--- src/hw/rtl/rbps_pkg.sv ---
`timescale 1ns / 1ps
package rbps_pkg;

  // Register indexes on the configuration port
  localparam logic [7:0] CFG_MAX_VALUE   = 8'd0;
  localparam logic [7:0] CFG_SOURCE_31   = 8'd1;

  localparam int unsigned WORD_W   = 32;
  localparam int unsigned SAMPLE_W = 16;
  localparam int unsigned LEFT_W   = 15;
  localparam int unsigned ACC_W    = WORD_W + LEFT_W;

  localparam logic [15:0] MAX_VALUE_RESET = 16'hffff;

  // Status of the serial remainder unit
  typedef struct packed {
    logic busy;
    logic done;
  } mod_stat_t;

  // Number of significant bits of a 16-bit value
  function automatic logic [4:0] bit_length(input logic [15:0] v);
    logic [4:0] n;
    n = 5'd0;
    for (int i = 0; i < 16; i++) begin
      if (v[i]) n = 5'(i + 1);
    end
    return n;
  endfunction

endpackage

--- src/hw/rtl/rbps_serial_mod.sv ---
`timescale 1ns / 1ps
module rbps_serial_mod (
  input  logic                 clk,
  input  logic                 rst,
  input  logic                 start,
  input  logic [31:0]          dividend,
  input  logic [16:0]          modulus,
  output rbps_pkg::mod_stat_t  stat,
  output logic [15:0]          remainder
);
  import rbps_pkg::*;

  logic [31:0] bits;
  logic [15:0] rem;
  logic [16:0] m;
  logic [4:0]  cnt;
  logic        running;
  logic        have;
  logic [16:0] trial;
  logic [16:0] diff;
  logic        fits;

  // One restoring step: bring in the next dividend bit, subtract if it fits
  assign trial = {rem, bits[31]};
  assign diff  = trial - m;
  assign fits  = trial >= m;

  always_ff @(posedge clk) begin
    if (rst) begin
      running <= 1'b0;
      have    <= 1'b0;
      cnt     <= 5'd0;
    end else if (start) begin
      running <= 1'b1;
      have    <= 1'b0;
      cnt     <= 5'd0;
    end else if (running) begin
      cnt <= cnt + 5'd1;
      if (cnt == 5'd31) begin
        running <= 1'b0;
        have    <= 1'b1;
      end
    end
  end

  // Hold operands and advance the partial remainder
  always_ff @(posedge clk) begin
    if (start) begin
      bits <= dividend;
      m    <= modulus;
      rem  <= 16'd0;
    end else if (running) begin
      bits <= {bits[30:0], 1'b0};
      rem  <= fits ? diff[15:0] : trial[15:0];
    end
  end

  assign stat.busy = running;
  assign stat.done = have & ~running;
  assign remainder = rem;

endmodule

--- src/hw/rtl/random_bit_pool_sampler.sv ---
`timescale 1ns / 1ps
// Random bit pool sampler. Each accepted 32-bit word (31 valid bits when
// source_is_31_bit is set) becomes noise samples in 0..max_value. With
// max_value = 2^n-1 the word's bits are appended above the pool left over
// from earlier words and every whole n-bit chunk is issued, lowest first, one
// sample per cycle while the output is not stalled, through a single variable
// shifter: floor((leftover + valid bits) / n) samples per item, after a load
// step. Any other max_value yields one sample, word mod (max_value+1), from a
// one-bit-per-cycle restoring remainder unit. The final sample of each word
// carries last_of_word. Input stall is high from acceptance until the last
// sample is in the output register; the output register lets the next item
// in while that sample still waits. Writing max_value empties the pool. The
// configuration port is always ready and is meant to be written only while
// the block is idle.
module random_bit_pool_sampler (
  input  logic        clk,
  input  logic        rst,
  input  logic        in_valid,
  output logic        in_stall,
  input  logic [31:0] random_word,
  output logic        out_valid,
  input  logic        out_stall,
  output logic [15:0] sample,
  output logic        last_of_word,
  input  logic        cfg_valid,
  output logic        cfg_ready,
  input  logic [7:0]  cfg_index,
  input  logic [15:0] cfg_data
);
  import rbps_pkg::*;

  localparam logic [1:0] ST_IDLE = 2'd0;
  localparam logic [1:0] ST_POOL = 2'd1;
  localparam logic [1:0] ST_MOD  = 2'd2;

  logic [1:0]        state;
  logic [15:0]       max_value;
  logic              source_is_31_bit;
  logic [LEFT_W-1:0] leftover_bits;
  logic [3:0]        leftover_count;
  logic [ACC_W-1:0]  acc;
  logic [5:0]        total;
  logic [4:0]        n_reg;

  logic              in_acc;
  logic              slot_free;
  logic [31:0]       word_m;
  logic              pool_mode;
  logic [16:0]       max_ext;
  logic [ACC_W-1:0]  acc_shift;
  logic [5:0]        total_next;
  logic              chunk_last;
  logic              cfg_wr;
  mod_stat_t         mstat;
  logic [15:0]       mrem;
  logic              mstart;

  assign cfg_ready = 1'b1;
  assign cfg_wr    = cfg_valid & cfg_ready;
  assign in_stall  = (state != ST_IDLE);
  assign in_acc    = in_valid & ~in_stall;
  assign slot_free = ~out_valid | ~out_stall;

  // Mask the top bit for a 31-bit source; decide the mode
  assign word_m    = source_is_31_bit ? {1'b0, random_word[30:0]} : random_word;
  assign max_ext   = {1'b0, max_value};
  assign pool_mode = (max_value != 16'd0) && ((max_ext & (max_ext + 17'd1)) == 17'd0);
  assign mstart    = in_acc & ~pool_mode;

  // Shared shifter: drop one chunk per sample
  assign acc_shift  = acc >> n_reg;
  assign total_next = total - {1'b0, n_reg};
  assign chunk_last = total < {n_reg, 1'b0};

  rbps_serial_mod u_mod (
    .clk       (clk),
    .rst       (rst),
    .start     (mstart),
    .dividend  (word_m),
    .modulus   (max_ext + 17'd1),
    .stat      (mstat),
    .remainder (mrem)
  );

  // Sequencer, configuration and pool state
  always_ff @(posedge clk) begin
    if (rst) begin
      state            <= ST_IDLE;
      max_value        <= MAX_VALUE_RESET;
      source_is_31_bit <= 1'b0;
      leftover_bits    <= '0;
      leftover_count   <= 4'd0;
    end else begin
      if (cfg_wr) begin
        unique case (cfg_index)
          CFG_MAX_VALUE: begin
            max_value      <= cfg_data;
            leftover_bits  <= '0;
            leftover_count <= 4'd0;
          end
          CFG_SOURCE_31: source_is_31_bit <= cfg_data[0];
          default: ;
        endcase
      end
      unique case (state)
        ST_IDLE: begin
          if (in_acc) state <= pool_mode ? ST_POOL : ST_MOD;
        end
        ST_POOL: begin
          if (slot_free && chunk_last) begin
            state          <= ST_IDLE;
            leftover_bits  <= acc_shift[LEFT_W-1:0];
            leftover_count <= total_next[3:0];
          end
        end
        ST_MOD: begin
          if (slot_free && mstat.done) state <= ST_IDLE;
        end
        default: state <= ST_IDLE;
      endcase
    end
  end

  // Load the pool accumulator, then advance it one chunk per sample
  always_ff @(posedge clk) begin
    if (in_acc && pool_mode) begin
      acc   <= ({{LEFT_W{1'b0}}, word_m} << leftover_count) |
               {{WORD_W{1'b0}}, leftover_bits};
      total <= {2'b00, leftover_count} + (source_is_31_bit ? 6'd31 : 6'd32);
      n_reg <= bit_length(max_value);
    end else if (state == ST_POOL && slot_free) begin
      acc   <= acc_shift;
      total <= total_next;
    end
  end

  // Output register
  always_ff @(posedge clk) begin
    if (rst) begin
      out_valid <= 1'b0;
    end else if ((state == ST_POOL && slot_free) ||
                 (state == ST_MOD && slot_free && mstat.done)) begin
      out_valid <= 1'b1;
    end else if (!out_stall) begin
      out_valid <= 1'b0;
    end
  end

  always_ff @(posedge clk) begin
    if (state == ST_POOL && slot_free) begin
      sample       <= acc[SAMPLE_W-1:0] & max_value;
      last_of_word <= chunk_last;
    end else if (state == ST_MOD && slot_free && mstat.done) begin
      sample       <= mrem;
      last_of_word <= 1'b1;
    end
  end

  // Checks
  a_pool_enough_bits: assert property (@(posedge clk) disable iff (rst)
    (state == ST_POOL) |-> (total >= {1'b0, n_reg}))
    else $error("pool ran short of bits");

  a_leftover_below_chunk: assert property (@(posedge clk) disable iff (rst)
    (state == ST_IDLE && pool_mode) |-> ({1'b0, leftover_count} < bit_length(max_value)))
    else $error("leftover pool not smaller than one chunk");

  a_accept_leaves_idle: assert property (@(posedge clk) disable iff (rst)
    in_acc |=> (state != ST_IDLE))
    else $error("accepted item did not start work");

  a_mod_busy_in_mod: assert property (@(posedge clk) disable iff (rst)
    (state == ST_MOD) |-> (mstat.busy || mstat.done))
    else $error("remainder unit idle while waited on");

endmodule
--- config.mk ---
export PLATFORM = sky130hd
export DESIGN_NAME = random_bit_pool_sampler
export DESIGN_NICKNAME = d
export VERILOG_FILES = /design/src/hw/rtl/rbps_pkg.sv /design/src/hw/rtl/rbps_serial_mod.sv /design/src/hw/rtl/random_bit_pool_sampler.sv
export SDC_FILE = /design/constraint.sdc
export NUM_CORES = 1
export LEC_CHECK = 0
export BUFFER_PORTS_ARGS = -buffer_cell sky130_fd_sc_hd__buf_2
export CAP_MARGIN = 20
export CORE_AREA = 2 2 172 174
export CTS_BUF_LIST = sky130_fd_sc_hd__clkbuf_4
export DETAILED_ROUTE_END_ITERATION = 8
export DIE_AREA = 0 0 174 176
export PLACE_DENSITY = 0.74
export SLEW_MARGIN = 20
export SYNTH_ARGS = -nofsm -noshare
export SYNTH_HDL_FRONTEND = slang
export SYNTH_HIERARCHICAL = 1
export SYNTH_SLANG_ARGS = --single-unit
--- constraint.sdc ---
create_clock -name clk -period 3.5 [get_ports clk]
set_input_delay 0.525 -clock clk [delete_from_list [all_inputs] [get_ports clk]]
set_output_delay 0.525 -clock clk [all_outputs]
set_load 0.01 [all_outputs]
After elaboration in Yosys (flattened, before gate mapping)

Cells that the tools add are included.
W data, S select, Z words.

Bits in registers: 186
Memory bits (writable): 0
Latch bits: 0
ROM bits: 0
Memories: 0

Eq/ne operators: 8
Mux-type cells: 46
Divide/modulo/power cells: 0
Multipliers: 0
Shift operators: 2
Order comparisons: 2
Bitwise operators: 12
Reductions and logical operators: 21
Add/subtract/negate cells: 5

Operators by type and width:

| kind                    | number |
|---|---|
| $mux W32                | 3 |
| $mux W47                | 2 |
| $mux W5                 | 14 |
| $mux W15                | 4 |
| $mux W16                | 3 |
| $or A47 B15 Y47         | 1 |
| $shl A32 B4 Y47         | 1 |
| $shr A47 B5 Y47         | 1 |
| $mux W6                 | 3 |
| $add A16 B1 Y17 const B | 1 |
| $and A16 B17 Y17        | 1 |
| $ge A17 B17 Y1          | 1 |
| $logic_not A17 Y1       | 1 |
| $and A16 B16 Y16        | 1 |
| $mux W4                 | 4 |
| $reduce_bool A16 Y1     | 1 |
| $sub A16 B16 Y16        | 1 |
| $eq A8 B1 Y1 const B    | 1 |
| $logic_not A8 Y1        | 1 |
| $mux W1                 | 8 |
| $mux W2                 | 4 |
| $reduce_bool A2 Y1      | 4 |
| $logic_and A1 B1 Y1     | 7 |
| $add A4 B6 Y6           | 1 |
| other kinds (17)        | 27 |

Logic depth before layout (Yosys ltp)

Depth after elaboration: 15
Depth in mapped cells: 14

By module

Netlist, hierarchy kept.

By module, submodules not included:

| module                  | seq. area each (um^2) | cells each | area each (um^2) | instances |
|---|---|---|---|---|
| random_bit_pool_sampler | 3032.9                | 1174       | 10570.1          | 1 |
| rbps_serial_mod         | 1931.9                | 345        | 3893.7           | 1 |

Worst setup path before layout

OpenSTA, ideal clock, no wires.

Path kind: register to register
Start point: reg max_value[2]
End point: reg acc[0] (enable)
Arrival: 3.376 ns
Buffers on the path: 3
Period minus slack after synthesis: 3.788 ns
Stages on the path, launching flop included: 13
Data required time: 3.088 ns
Setup time: 0.412 ns
Setup slack: -0.288 ns
Cells stage by stage: dfxtp_1 > clkbuf_1 > nand4_1 > nor2_1 > nand3_1 > ha_1 > nor4_1 > nand4_1 > a41oi_1 > nand3_2 > buf_6 > buf_2 > nand2_1

Longest elaborated chain between the ends: 6
Elaborated cells on any way between the ends: 7
Those cells by class: add/sub: 1; bitwise: 1; reduce/logical: 5

Ends and longest elaborated chain:

| element                          | RTL line                       | text |
|---|---|---|
| from (decl)                      | random_bit_pool_sampler.sv:37  | `logic [15:0] max_value;` |
| from (signal assigned)           | random_bit_pool_sampler.sv:97  | `max_value <= cfg_data;` |
| $add A16 B1 Y17                  | random_bit_pool_sampler.sv:67  | `assign pool_mode = (max_value != 16'd0) && ((max_ext & (max_ext + 17'd1)) == 17'd0);` |
| $and A16 B17 Y17                 | random_bit_pool_sampler.sv:67  |  |
| $logic_not A17 Y1                | random_bit_pool_sampler.sv:67  |  |
| $logic_and A1 B1 Y1 (*)          | random_bit_pool_sampler.sv:67  |  |
| $logic_and A1 B1 Y1 (*)          | random_bit_pool_sampler.sv:126 | `if (in_acc && pool_mode) begin` |
| $reduce_bool A2 Y1 (no line) (*) | --                             |  |
| to (signal assigned)             | random_bit_pool_sampler.sv:127 | `acc <= ({{LEFT_W{1'b0}}, word_m} << leftover_count) \|` |
| to (signal assigned)             | random_bit_pool_sampler.sv:132 | `acc <= acc_shift;` |
| to (decl)                        | random_bit_pool_sampler.sv:41  | `logic [ACC_W-1:0] acc;` |

Mark *: on every way between the ends. The rest lies on a longest branch, timed or not.
A chain may end at the register's enable or synchronous reset.

Worst setup path after layout

Start point: reg max_value[0]
End point: reg acc[22], data pin

Longest elaborated chain between the ends: 6
Elaborated cells on any way between the ends: 7
Those cells by class: add/sub: 1; mux: 1; bitwise: 1; reduce/logical: 4

Ends and longest elaborated chain:

| element                 | RTL line |
|---|---|
| $add A16 B1 Y17         | random_bit_pool_sampler.sv:67 |
| $and A16 B17 Y17        | random_bit_pool_sampler.sv:67 |
| $logic_not A17 Y1       | random_bit_pool_sampler.sv:67 |
| $logic_and A1 B1 Y1 (*) | random_bit_pool_sampler.sv:67 |
| $logic_and A1 B1 Y1 (*) | random_bit_pool_sampler.sv:126 |
| $mux W47 (*)            | random_bit_pool_sampler.sv:126 |

Marked as above.

==> results.json <==
{
  "post-route-period-util_pct": 91.5,
  "clkSinkCount": 186,
  "max_slew_margin_pct": 26.1,
  "hold_depth": 2,
  "vias_per_cell": 6.37,
  "antenna_found_initial": 2,
  "core_mm2": 0.0285,
  "rr_startpoint": "max_value[0]",
  "total_power_mw": 10.1,
  "crit_type": "reg -> reg",
  "cts_tree": "built",
  "clockBufferDepth": 2,
  "instances_no_fill": 1965,
  "utilization_pct": 54.7,
  "wl_per_cell_um": 21.3,
  "syn_inst": 1518,
  "root_buffer": "clkbuf_4",
  "track_usage_pct": 27.4,
  "place_congestion": 0.984,
  "final_nets": 1682,
  "status": "finished, violations left",
  "holdCritStartpoint": "cfg_data[10]",
  "final-setup-viol-count": 0,
  "post_dp_cell_area_mm2": 0.0153,
  "holdWs_ns": 0.128,
  "power_density_mw_per_mm2": 644,
  "placedCellCount": 1931,
  "grt_pass1_wl_um": 66600,
  "dieHeight_um": 176,
  "path_max_fanout": 20,
  "violations": "design-rule violations",
  "min_to": "max_value[10]",
  "dp_hpwl_um": 31800,
  "synth_fp_nets": 1633,
  "cts_max_level": 4,
  "cts_inserted_buffers": 17,
  "drv_slew": 0,
  "p_leak_nw": 6.10,
  "grt_pass1_vias": 11941,
  "dr.first_iter.drc_count": 1654,
  "drive_above_1_share_pct": 21.6,
  "ctsHoldBuffers": 0,
  "min_period_ns": 3.20,
  "drv_cap": 0,
  "portBuffers": 79,
  "cp-start-kind": "flip-flop",
  "drt-total-wl_um": 41800,
  "dr.pass1.iters": 9,
  "holdCritPathClass": "in -> reg",
  "initial_core_util_pct": 50.6,
  "area_growth_pct": 8.09,
  "rsz0062_at_grt": "false",
  "grt_overflow": 0,
  "hold_violations": 0,
  "dieArea_mm2": 0.0306,
  "largest_register_ffs": 47,
  "end_kind": "flip-flop",
  "worst_pin_slew_ns": 1.10,
  "timing.rr.end": "acc[22]",
  "rrSetupSlack_ns": 0.30,
  "required_ns": 3.85,
  "peakVddDrop_mv": 0.556,
  "fmax_mhz": 312,
  "multiInputGateArea_mm2": 0.00871,
  "ff_latch_area_mm2": 0.00497,
  "yosys_warnings": 6,
  "design_area_mm2": 0.0156,
  "num_rows": 62,
  "post-route-drc-count": 11,
  "grt_max_degree": 69,
  "vias": 12526,
  "top_regs": "acc x47, u_mod/bits x32, u_mod/m x17",
  "postSynthAreaPerCell_um2": 9.52,
  "path_clk_slew_ns": 0.16,
  "clk-insertion-delay-late_ns": 0.60,
  "ios": 81,
  "synth_area_mm2": 0.0145,
  "fin_skew_ns": 0.0257,
  "fillCellCount": 2666,
  "fp.dieW_um": 174,
  "drtAntennaViolNets": 0,
  "regMostFlops": "acc",
  "reg2regPathDepth": 12,
  "arrival_ns": 3.56
}
report_power, final:
group	total [mW]	switching, mW	internal, mW
clock network	1.31	0.779	0.531
registers	3.61	0.604	3.01
logic	5.14	2.99	2.15
layout by cell type (no fill, tap or decap), types with 6 or more instances in the layout:
cell type / instances
dfxtp_1: 57
a211oi_1: 22
ha_1: 51
xnor2_1: 11
o211ai_1: 17
o21ai_0: 54
o221ai_1: 6
inv_1: 63
buf_2: 79
buf_4: 49
a31oi_1: 9
o22ai_1: 13
a221oi_1: 6
nand2_1: 199
nor3_1: 21
mux2_2: 79
a22oi_1: 10
o2bb2ai_1: 16
and3_1: 10
a21oi_1: 99
nor2_1: 111
edfxtp_1: 124
or2_2: 6
nand2b_1: 13
nand3_1: 61
buf_12: 6
o21a_1: 8
o31ai_1: 13
nor2b_1: 7
nand3b_1: 14
mux2i_1: 124
clkbuf_4: 20
and2_1: 7
nor4_1: 8
mux4_2: 43
xor2_1: 6
through the flow:
step,TNS (ns),setup WS (ns)
after floorplan,0,0.182
after detailed placement,-2.20,-0.0513
after CTS,0,0.128
after global routing,0,0.00437
final,0,0.296
after global placement,0,0.0613
metal layers:
layer  share of wire (%)  global-route usage (%)  vias to the layer above
met5               0.019                       0                        -
met1                  43                    38.6                     5979
li1                    -                       -                     5785
met2                  46                    43.7                      652
met4                 2.9                    8.72                        2
met3                 8.5                    4.33                      108
what timing repair did:
item / CTS / global route
pin swaps: 0 / 1
endpoints found under the setup margin: 72 / 135
gates resized for setup: 2 / 6
setup buffers: 0 / 1
layout make-up:
cell class / count / area share, %
clock buffer: 20 / 0.961
antenna: 1 / 0.0160
sequential: 186 / 31.8
inverter: 71 / 1.72
multi-input combinational: 1157 / 55.7
timing repair buffer: 134 / 5.65
tap: 384 / 3.07
clock inverter: 12 / 1.02
how the worst max path moves through the flow:
| stage | start | end | slack [ns] | cells past startpoint |
|---|---|---|---|---|
| after floorplan | max_value[2] | acc[0] | 0.18 | 12 |
| after global placement | max_value[1] | acc[46] | 0.06 | 11 |
| after detailed placement | max_value[1] | acc[46] | -0.05 | 11 |
| after CTS | max_value[1] | u_mod/remainder[10] | 0.13 | 13 |
| after global routing | max_value[0] | u_mod/remainder[12] | 0.004 | 13 |
| final | max_value[0] | acc[22] | 0.30 | 12 |
critical path, cell delays in order, from the launching register on:
cell	delay, ns
dfxtp_1	0.46
nand4_1	0.16
nor2_1	0.34
nand3_1	0.13
ha_1	0.19
nor4_1	0.34
nand4_1	0.20
a41oi_2	0.33
nand3_4	0.13
buf_12	0.18
buf_4	0.20
nand2_2	0.16
o221ai_1	0.14
No activity file was read; power rests on OpenSTA's default activity.
